`config.mk`:
```
export PLATFORM = sky130hd
export DESIGN_NAME = command_field_parser
export DESIGN_NICKNAME = d
export VERILOG_FILES = /design/src/sv/cfp_pkg.sv /design/src/sv/cfp_in_stage.sv /design/src/sv/cfp_parser.sv /design/src/sv/cfp_out_stage.sv /design/src/sv/command_field_parser.sv
export VERILOG_INCLUDE_DIRS = /design/src /design/src/sv
export SDC_FILE = /design/constraint.sdc
export NUM_CORES = 1
export LEC_CHECK = 0
export ABC_AREA = 1
export ABC_CLOCK_PERIOD_IN_PS = 7600
export BUFFER_PORTS_ARGS = -buffer_cell sky130_fd_sc_hd__buf_2
export CELL_PAD_IN_SITES_DETAIL_PLACEMENT = 1
export CELL_PAD_IN_SITES_GLOBAL_PLACEMENT = 2
export CORE_AREA = 3 3 232 234
export DETAILED_ROUTE_END_ITERATION = 7
export DIE_AREA = 0 0 235 237
export PLACE_DENSITY_LB_ADDON = 0.1
export SYNTH_ARGS = -nofsm -noshare
export SYNTH_HDL_FRONTEND = slang
export SYNTH_SLANG_ARGS = --single-unit
```
`constraint.sdc`:
```
create_clock -name clk_i -period 7.6 [get_ports clk_i]
set_input_delay 0 -clock clk_i [delete_from_list [all_inputs] [get_ports clk_i]]
set_output_delay 0 -clock clk_i [all_outputs]
set_load 0.01 [all_outputs]
```
`src/sv/command_field_parser_macros.svh`:
```
// assertion macros shared by the command field parser modules
`ifndef COMMAND_FIELD_PARSER_MACROS_SVH
`define COMMAND_FIELD_PARSER_MACROS_SVH

// same-cycle implication, sampled on clk_i, off while rst_ni is low
`define CFP_ASSERT_IMP(lbl, ante, cons, msg) \
  lbl: assert property (@(posedge clk_i) disable iff (!rst_ni) (ante) |-> (cons)) \
    else $error(msg);

// next-cycle implication, sampled on clk_i, off while rst_ni is low
`define CFP_ASSERT_NXT(lbl, ante, cons, msg) \
  lbl: assert property (@(posedge clk_i) disable iff (!rst_ni) (ante) |=> (cons)) \
    else $error(msg);

`endif

```
`src/sv/cfp_pkg.sv`:
```
// types and constants of the command field parser
`timescale 1ns / 1ps
package cfp_pkg;

  // character codes
  localparam logic [7:0] CharZero   = 8'h30;
  localparam logic [7:0] CharNine   = 8'h39;
  localparam logic [7:0] CharMinus  = 8'h2D;
  localparam logic [7:0] CharDel    = 8'h7F;
  localparam logic [7:0] CtrlLimit  = 8'h20;
  localparam logic [7:0] DelimReset = 8'h2C;
  localparam logic [7:0] IndexMax   = 8'hFF;

  // configuration register indexes
  localparam logic RegDelimiter = 1'b0;
  localparam logic RegReaderEn  = 1'b1;

  localparam int unsigned NameCntW = 4;
  localparam int unsigned TdataOutW = 112;

  typedef struct packed {
    logic [7:0] delimiter_char;
    logic       reader_enabled;
  } cfg_t;

  typedef struct packed {
    logic [63:0]        name_chars;
    logic [3:0]         name_length;
    logic               name_truncated;
    logic [7:0]         field_index;
    logic signed [31:0] field_value;
  } record_t;

endpackage

```
`src/sv/cfp_in_stage.sv`:
```
// input register holding one received byte
`timescale 1ns / 1ps
module cfp_in_stage (
  input  logic       clk_i,
  input  logic       rst_ni,
  input  logic       in_valid_i,
  output logic       in_ready_o,
  input  logic [7:0] in_byte_i,
  input  logic       advance_i,
  output logic       byte_valid_o,
  output logic [7:0] byte_o
);

  logic       valid_q, valid_d;
  logic [7:0] byte_q;

  // free when empty or when the held word moves on this cycle
  assign in_ready_o = !valid_q || advance_i;

  always_comb begin
    valid_d = valid_q;
    if (in_valid_i && in_ready_o) begin
      valid_d = 1'b1;
    end else if (advance_i) begin
      valid_d = 1'b0;
    end
  end

  always_ff @(posedge clk_i or negedge rst_ni) begin
    if (!rst_ni) begin
      valid_q <= 1'b0;
    end else begin
      valid_q <= valid_d;
    end
  end

  // payload, no reset
  always_ff @(posedge clk_i) begin
    if (in_valid_i && in_ready_o) begin
      byte_q <= in_byte_i;
    end
  end

  assign byte_valid_o = valid_q;
  assign byte_o       = byte_q;

endmodule

```
`src/sv/cfp_parser.sv`:
```
// line parser state and per-byte update
`timescale 1ns / 1ps
`include "command_field_parser_macros.svh"
module cfp_parser #(
  parameter int unsigned MAX_NAME = 8
) (
  input  logic            clk_i,
  input  logic            rst_ni,
  input  cfp_pkg::cfg_t   cfg_i,
  input  logic            step_i,
  input  logic [7:0]      byte_i,
  output logic            rec_valid_o,
  output cfp_pkg::record_t rec_o
);

  localparam logic [cfp_pkg::NameCntW-1:0] NameMax = cfp_pkg::NameCntW'(MAX_NAME);

  logic [63:0]                 name_q, name_d;
  logic [cfp_pkg::NameCntW-1:0] cnt_q, cnt_d;
  logic                        ovf_q, ovf_d;
  logic [7:0]                  dcnt_q, dcnt_d;
  logic [31:0]                 acc_q, acc_d;
  logic                        neg_q, neg_d;

  logic is_digit, is_minus, is_delim, is_ctrl, has_field, ends_field;
  logic [31:0] digit;

  // byte classification
  assign is_digit  = (byte_i >= cfp_pkg::CharZero) && (byte_i <= cfp_pkg::CharNine);
  assign is_minus  = (byte_i == cfp_pkg::CharMinus);
  assign is_delim  = (byte_i == cfg_i.delimiter_char);
  assign is_ctrl   = (byte_i < cfp_pkg::CtrlLimit) || (byte_i == cfp_pkg::CharDel);
  assign has_field = (dcnt_q != 8'd0);
  assign digit     = {24'd0, byte_i - cfp_pkg::CharZero};

  // digits and sign take precedence over the delimiter once in a value field
  assign ends_field = !(has_field && (is_digit || is_minus)) && (is_delim || is_ctrl);

  // record from the state before this byte
  assign rec_valid_o = step_i && ends_field && cfg_i.reader_enabled && (cnt_q != '0);
  always_comb begin
    rec_o.name_chars     = name_q;
    rec_o.name_length    = cnt_q;
    rec_o.name_truncated = ovf_q;
    rec_o.field_index    = dcnt_q;
    rec_o.field_value    = neg_q ? -$signed(acc_q) : $signed(acc_q);
  end

  // next state
  always_comb begin
    name_d = name_q;
    cnt_d  = cnt_q;
    ovf_d  = ovf_q;
    dcnt_d = dcnt_q;
    acc_d  = acc_q;
    neg_d  = neg_q;
    if (step_i) begin
      if (has_field && is_digit) begin
        acc_d = (acc_q << 3) + (acc_q << 1) + digit;
      end else if (has_field && is_minus) begin
        neg_d = !neg_q;
      end else if (is_delim || is_ctrl) begin
        acc_d = 32'd0;
        neg_d = 1'b0;
      end else if (!has_field) begin
        if (cnt_q < NameMax) begin
          name_d = name_q | ({56'd0, byte_i} << {cnt_q[2:0], 3'b000});
          cnt_d  = cnt_q + 1'b1;
        end else begin
          ovf_d = 1'b1;
        end
      end
      if (is_delim && (dcnt_q != cfp_pkg::IndexMax)) begin
        dcnt_d = dcnt_q + 8'd1;
      end
      // control byte ends the line
      if (is_ctrl) begin
        name_d = 64'd0;
        cnt_d  = '0;
        ovf_d  = 1'b0;
        dcnt_d = 8'd0;
      end
    end
  end

  always_ff @(posedge clk_i or negedge rst_ni) begin
    if (!rst_ni) begin
      name_q <= 64'd0;
      cnt_q  <= '0;
      ovf_q  <= 1'b0;
      dcnt_q <= 8'd0;
      acc_q  <= 32'd0;
      neg_q  <= 1'b0;
    end else begin
      name_q <= name_d;
      cnt_q  <= cnt_d;
      ovf_q  <= ovf_d;
      dcnt_q <= dcnt_d;
      acc_q  <= acc_d;
      neg_q  <= neg_d;
    end
  end

  `CFP_ASSERT_IMP(a_cnt_bound, 1'b1, cnt_q <= NameMax, "name count above limit")
  `CFP_ASSERT_IMP(a_ovf_full, ovf_q, cnt_q == NameMax, "truncated name not full")
  `CFP_ASSERT_IMP(a_no_value_in_name, dcnt_q == 8'd0, (acc_q == 32'd0) && !neg_q,
    "value accumulated before first delimiter")
  `CFP_ASSERT_NXT(a_ctrl_clears, step_i && is_ctrl, (cnt_q == '0) && (dcnt_q == 8'd0),
    "control byte did not clear the line")

endmodule

```
`src/sv/cfp_out_stage.sv`:
```
// result register toward the output stream
`timescale 1ns / 1ps
module cfp_out_stage (
  input  logic             clk_i,
  input  logic             rst_ni,
  input  logic             load_i,
  input  logic             rec_valid_i,
  input  cfp_pkg::record_t rec_i,
  output logic             space_o,
  output logic             out_valid_o,
  input  logic             out_ready_i,
  output cfp_pkg::record_t rec_o
);

  logic             valid_q, valid_d;
  cfp_pkg::record_t rec_q;

  // room for a new word when empty or when the held word leaves now
  assign space_o = !valid_q || out_ready_i;

  always_comb begin
    valid_d = valid_q;
    if (load_i) begin
      valid_d = rec_valid_i;
    end else if (out_ready_i) begin
      valid_d = 1'b0;
    end
  end

  always_ff @(posedge clk_i or negedge rst_ni) begin
    if (!rst_ni) begin
      valid_q <= 1'b0;
    end else begin
      valid_q <= valid_d;
    end
  end

  // payload, no reset
  always_ff @(posedge clk_i) begin
    if (load_i && rec_valid_i) begin
      rec_q <= rec_i;
    end
  end

  assign out_valid_o = valid_q;
  assign rec_o       = rec_q;

endmodule

```
`src/sv/command_field_parser.sv`:
```
// top level of the command field parser
//
//   port group   dir  word contents (lowest bit first)
//   s_axis       in   tdata[7:0] rx_byte
//   m_axis       out  tdata: name_chars[63:0], name_length[67:64],
//                     name_truncated[68], field_index[76:69], field_value[108:77]
//   cfg          in   index 0 delimiter_char, index 1 reader_enabled
//
// one byte per cycle sustained while m_axis is ready; a record is valid on m_axis once
// its byte has passed the input register, then the result register
// the parser state updates once per byte in a single pass of logic
// a stalled m_axis holds one record while one more byte waits in the
// input register; after that s_axis_tready drops
// reset is asynchronous and clears the line state and the control registers, not the payload
`timescale 1ns / 1ps
`include "command_field_parser_macros.svh"
module command_field_parser #(
  parameter int unsigned MAX_NAME = 8
) (
  input  logic         clk_i,
  input  logic         rst_ni,
  // input stream
  input  logic         s_axis_tvalid,
  output logic         s_axis_tready,
  input  logic [7:0]   s_axis_tdata,   // rx_byte
  // output stream
  output logic         m_axis_tvalid,
  input  logic         m_axis_tready,
  output logic [cfp_pkg::TdataOutW-1:0] m_axis_tdata, // name_chars, name_length,
                                                      // name_truncated, field_index,
                                                      // field_value, zero pad
  // configuration writes
  input  logic         cfg_we_i,
  input  logic         cfg_index_i,
  input  logic [7:0]   cfg_data_i
);

  cfp_pkg::cfg_t    cfg_q;
  cfp_pkg::record_t rec, rec_out;
  logic             byte_valid, space, advance, rec_valid;
  logic [7:0]       in_byte;

  // configuration registers
  always_ff @(posedge clk_i or negedge rst_ni) begin
    if (!rst_ni) begin
      cfg_q.delimiter_char <= cfp_pkg::DelimReset;
      cfg_q.reader_enabled <= 1'b0;
    end else if (cfg_we_i) begin
      case (cfg_index_i)
        cfp_pkg::RegDelimiter: cfg_q.delimiter_char <= cfg_data_i;
        cfp_pkg::RegReaderEn:  cfg_q.reader_enabled <= cfg_data_i[0];
        default: ;
      endcase
    end
  end

  // a held byte is parsed when the result register has room
  assign advance = byte_valid && space;

  cfp_in_stage u_in (
    .clk_i       (clk_i),
    .rst_ni      (rst_ni),
    .in_valid_i  (s_axis_tvalid),
    .in_ready_o  (s_axis_tready),
    .in_byte_i   (s_axis_tdata),
    .advance_i   (advance),
    .byte_valid_o(byte_valid),
    .byte_o      (in_byte)
  );

  cfp_parser #(.MAX_NAME(MAX_NAME)) u_parser (
    .clk_i      (clk_i),
    .rst_ni     (rst_ni),
    .cfg_i      (cfg_q),
    .step_i     (advance),
    .byte_i     (in_byte),
    .rec_valid_o(rec_valid),
    .rec_o      (rec)
  );

  cfp_out_stage u_out (
    .clk_i      (clk_i),
    .rst_ni     (rst_ni),
    .load_i     (advance),
    .rec_valid_i(rec_valid),
    .rec_i      (rec),
    .space_o    (space),
    .out_valid_o(m_axis_tvalid),
    .out_ready_i(m_axis_tready),
    .rec_o      (rec_out)
  );

  // pack the record, first field lowest
  assign m_axis_tdata = {3'b000, rec_out.field_value, rec_out.field_index,
                         rec_out.name_truncated, rec_out.name_length, rec_out.name_chars};

  `CFP_ASSERT_IMP(a_rec_needs_en, rec_valid, cfg_q.reader_enabled,
    "record while reader disabled")
  `CFP_ASSERT_IMP(a_out_len, m_axis_tvalid, (rec_out.name_length != 4'd0) &&
    (rec_out.name_length <= 4'(MAX_NAME)), "record name length out of range")
  `CFP_ASSERT_NXT(a_stall_keeps, m_axis_tvalid && !m_axis_tready,
    m_axis_tvalid && $stable(m_axis_tdata), "stalled record changed")

endmodule

```
* Yosys cells after proc, flatten, opt, wreduce, memory -nomap -nowiden
Cells that the tools add are included.
** Word-level totals
- Register bits :: 238
- Output and inout bits :: 114
- Word-level logic and storage cells :: 106
** Operators by class
- $add $sub $neg :: 6
- Magnitude comparators :: 4
- Equality and inequality tests :: 10
- Shifts and indexed selects :: 1
- Multiplexer cells :: 30
- Bitwise gates (word level) :: 3
- Reductions and logical operators :: 36
** Operators by type and width (count)
- 2-to-1 mux 64 bit :: 6
- 2-to-1 mux 32 bit :: 4
- OR 64 bit :: 1
- left shift 8 x 6 -> 64 bit :: 1
- adder 32 bit :: 1
- adder 32 x 8 -> 32 bit :: 1
- negator 32 bit :: 1
- 2-to-1 mux 4 bit :: 6
- 2-to-1 mux 8 bit :: 2
- logical AND 1 bit :: 12
- 2-to-1 mux 1 bit :: 12
- inequality test 2 x 1 -> 1 bit, second input constant :: 6
- AND reduction 6 bit :: 2
- nonzero test 2 bit :: 6
- adder 8 x 1 -> 8 bit, second input constant :: 1
- equality test 8 x 6 -> 1 bit, second input constant :: 1
- equality test 8 x 7 -> 1 bit, second input constant :: 1
- equality test 8 bit :: 1
- >= comparator 8 x 6 -> 1 bit, second input constant :: 1
- <= comparator 8 x 6 -> 1 bit, second input constant :: 1
- < comparator 8 x 6 -> 1 bit, second input constant :: 1
- inequality test 8 bit, second input constant :: 1
- nonzero test 8 bit :: 1
- subtractor 8 x 6 -> 8 bit, second input constant :: 1
- 8 further kinds :: 19

* Logic depth before layout (Yosys ltp)
- Depth in word-level cells :: 10
- Depth in mapped cells :: 18

* By module
A second synthesis with hierarchy kept.
** Unflattened totals
- Cells, all modules :: 1593
- Area, all modules :: 13113.8 µm²
** By module, submodules not included
- cfp_parser :: instances 1, cells each 1416, area an instance 9096.2 µm², sequential area each 2752.6 µm²
- cfp_out_stage :: instances 1, cells each 117, area an instance 3324.4 µm², sequential area each 3298.2 µm²
- command_field_parser :: instances 1, cells each 46, area an instance 407.9 µm², sequential area each 229.0 µm²
- cfp_in_stage :: instances 1, cells each 14, area an instance 285.3 µm², sequential area each 265.3 µm²

* Worst setup path before layout
No wires, ideal clock.
- Path kind :: register -> register
- From :: register u_parser.cnt_q[0] (netlist bit)
- To :: register u_out.rec_q (netlist bit u_out.rec_o[0]), enable pin
- Arrival :: 5.886 ns
- Slack :: 1.136 ns
- Cell stages (with the launch flop) :: 8
- Path buffers :: 2
- Cell sequence :: dfrtp_1 clkbuf_1 clkbuf_1 inv_1 ha_1 nand3_1 nand3_1 nor2_1
** On the way
- Cells in the longest elaborated chain, start to end :: 3
** Ends and longest elaborated chain
- start: declaration :: RTL line cfp_parser.sv:19 : logic [cfp_pkg::NameCntW-1:0] cnt_q, cnt_d;
- start signal: assignment :: RTL line cfp_parser.sv:96 : cnt_q <= cnt_d;
- nonzero test 4 bit :: RTL line cfp_parser.sv:40 : assign rec_valid_o = step_i && ends_field && cfg_i.reader_enabled && (cnt_q != '0);
- logical AND 1 bit :: RTL line cfp_parser.sv:40
- logical AND 1 bit :: RTL line cfp_out_stage.sv:40 : if (load_i && rec_valid_i) begin
- end signal: assignment :: RTL line cfp_out_stage.sv:41 : rec_q <= rec_i;
- end: declaration :: RTL line cfp_out_stage.sv:16 : cfp_pkg::record_t rec_q;
Every way passes these cells.
A chain may end at the register's enable or synchronous reset.

* Worst setup path in the final report
- From :: register u_in.byte_q[5], in the netlist u_in.byte_o[5]
- To :: register u_parser.name_q[56]
** On the way
- Cells in the longest elaborated chain, start to end :: 5
- Elaborated cells between the ends (all ways) :: 18
- Those cells by class :: order compare (3); eq/ne (7); mux (1); reduce/logical (7)
** Ends and longest elaborated chain
- start: declaration :: RTL line cfp_in_stage.sv:15 : logic [7:0] byte_q;
- start signal: assignment :: RTL line cfp_in_stage.sv:40 : byte_q <= in_byte_i;
- < comparator 8 x 6 -> 1 bit (tied with other cells) :: RTL line cfp_parser.sv:32 : assign is_ctrl = (byte_i < cfp_pkg::CtrlLimit) || (byte_i == cfp_pkg::CharDel);
- logical OR 1 bit or logical AND 1 bit (tied branches) :: RTL line cfp_parser.sv:32, cfp_parser.sv:29
- logical OR 1 bit or logical AND 1 bit (tied branches) :: RTL line cfp_parser.sv:62, cfp_parser.sv:58
- inequality test 2 x 1 -> 1 bit (no line)
- AND reduction 6 bit (no line)
- end signal: assignment :: RTL line cfp_parser.sv:95 : name_q <= name_d;
- end: declaration :: RTL line cfp_parser.sv:18 : logic [63:0] name_q, name_d;
Several ways; a longest one is shown, not always the timed one.

==> impl_metrics.ini <==
[timing]
layout_min_cycle_time_ps = 4260
setup_viol = 0
finalMaxSlewViolations = 0
timing.fmax_mhz = 235
setup_slack_ps = 3340
final.setup_skew_ps = 13.1
tightest_slew_ps = 1040
final.setup.tns_ps = 0
rsz0062_at_grt = no
fin_crit_sh = 0.560
hold_viol_final = 0
slew_headroom = 0.305

[clocking]
cts_buffers = 29
htreeDepth = 1
cts_root_buf = clkbuf_16
cts-resized-gates = 0
post_cts.repair.setup_buffers = 0
cts_tree = done
insertion_delay_ps = 560
clkTransAtPathRegs_ps = 60
clock-sinks = 238
clk_path_buf_depth = 3

[floorplan]
io_pins = 136
die_w_um = 235
coreArea_um2 = 52200
initial_core_util = 0.258
fp-row-count = 84
die_area_um2 = 55700
die_h_um = 237

[final_layout]
fin_nets = 1864
most-common-layout-cells = nand2_1 (514), inv_1 (190), nor2_1 (148)
drive_gt1_frac = 0.127
areaGrowthSynthToFinish_pct = 20.1
stdcell_count = 2485
fin_util = 0.310
diodes = 0
mostFrequentLayoutCell = nand2_1

[min_path]
hold_path_class = input pin to async pin

[place]
gp_congestion = 0.790
io_buffers = 132
post-place-ws_ps = 3300
dp.cells = 2407
dpl.hpwl_mm = 34.2

[worst_setup_path]
rr_worst_depth = 13
critPathLaunchType = flop
crit_required_ps = 8040
path_depth = 13
crit_buf_inv = 4
crit_family = buffers and inverters
reg2reg_from = u_in.byte_o[5]
reg2reg_setup_slack_ps = 3340
cp-startpoint = u_in.byte_o[5]
critPathMaxStageDelay_ps = 650
path_cells = ha_1 > nand2_1 > nor2_1 > nand4_1 > o21ai_4 > buf_4 > inv_4 > nand2_2 > buf_4 > nand3_2 > buf_4 > nand2_1 > nand2_1
endpoint_kind = flop
crit_end = u_parser.name_q[56]
arrival_ps = 4690
reg2reg_to = u_parser.name_q[56]
path_max_fanout = 73
critical_path.slowest_cell = buf_4
worstSetupPathType = flop to flop

[logic_synthesis]
ys.flop_type = dfrtp_1
ys_warn_count = 0
syn_area_um2 = 13500
synth_seq_cells = 238
synth-seq-area-share = 0.486
synth-edff-count = 117
netlist_instances = 1638
ys_async_sr_fraction = 0.508
synth_cell_type_count = 45
syn_area_per_cell_um2 = 8.22

[pwr]
ir_drop_mv = 0.149
power.leakage_nw = 8.02
powerDensity_nw_per_um2 = 292
power.total_w = 0.00472

[routing]
drtAntennaViolNets = 0
first_pass_iters = 5
wl_per_cell_um = 18.6
vias_per_cell = 4.59
drc = 0
drt_iter0_drc = 580
vias = 11413
drt_wl_total_mm = 46.3

[global_routing]
grt_max_degree = 79
antenna_found_initial = 1
grt.overflow.total = 0
first_global_vias = 11965
grt_usage = 0.164
grt_first_pass_wirelength_mm = 71.9

[flow_run]
max_cap_violations = 0

[run_status]
outcome = finished, final reports clean
[worst min path at each step]
stage                      startpoint                   to  depth (start not counted)
final                          rst_ni  u_parser.name_q[62]                          2
after global routing           rst_ni  u_parser.name_q[62]                          2
after global placement         rst_ni  u_parser.name_q[62]                          1
after floorplan                rst_ni             cfg_q[0]                          0
after detailed placement       rst_ni  u_parser.name_q[62]                          1
after CTS                 cfg_index_i             cfg_q[1]                          4
[area by class of cell]
class                   instances  area [um2]
flip-flops and latches        238        6550
multi-input cells            1142        5880
clock inverters                19         384
repair buffers                168        1000
inverters                     196         738
well taps                     688         861
clock buffers                  34         754
fillers                      6220       36100
[per-layer routing]
metal / track usage / routed length [um]
met3: 0.0137 / 1200
met1: 0.215 / 21100
met2: 0.291 / 22900
met5: 0 / 0
met4: 0.0417 / 1080
[synthesized netlist by cell type (all sizes together), types with 3 or more instances]
master	n	area, um2
or2	12	75.1
xnor2	6	52.6
mux2	5	56.3
a21oi	83	415
a31oi	9	56.3
o21ai	30	165
dfrtp	118	2950
inv	195	734
nand4	90	563
nand3	88	473
o21bai	3	22.5
clkbuf	34	128
fa	6	120
nand3b	8	60.1
and2	3	18.8
dfstp	3	78.8
nand2	515	1940
ha	61	763
edfxtp	117	3510
nor3	27	135
nor2	151	577
buf	30	195
xor2	35	307
[worst register-to-register path, stage by stage, from the launching register on]
cell,delay [ps]
edfxtp_1,520
ha_1,270
nand2_1,70
nor2_1,90
nand4_1,130
o21ai_4,80
buf_4,650
inv_4,260
nand2_2,120
buf_4,620
nand3_2,590
buf_4,490
nand2_1,180
nand2_1,60
[timing repair]
item / 4_1_cts / 5_1_grt
endpoints found under the setup margin: 0 / 0
hold buffers: 25 / 0
endpoints found under the hold margin: 87 / 0
[sequential cells by signal, indices dropped and copies added (netlist names), 4 cells and up]
name / count
u_out.rec_o: 109
u_parser.dcnt_q: 8
cfg_q: 9
u_parser.cnt_q: 4
u_parser.name_q: 64
u_parser.acc_q: 32
u_in.byte_o: 8
[cells by family after synthesis]
family / after synthesis / share of synthesized area
compound gates: 130 / 0.0518
fa+ha+maj: 67 / 0.0656
xor+xnor: 41 / 0.0267
simple gates: 896 / 0.286
buf+inv: 260 / 0.0788
flops: 238 / 0.486
mux: 5 / 0.00418
other cells: 1 / 0.000279
[power breakdown]
group	switching [W]	internal, W	leakage, nW
sequential	0.000211	0.00161	2.70
clock	0.000578	0.00108	0.544
combinational	0.000854	0.000388	4.77
total	0.00164	0.00308	8.02
[stage by stage]
stage	area (um2)	hold slack, ps
after floorplan	13500	-296
after global placement	14800	62.5
after detailed placement	14800	58.7
after CTS	16200	31.7
after global routing	16200	84.1
final	16200	43.3
No activity file was read; power rests on OpenSTA's default activity.
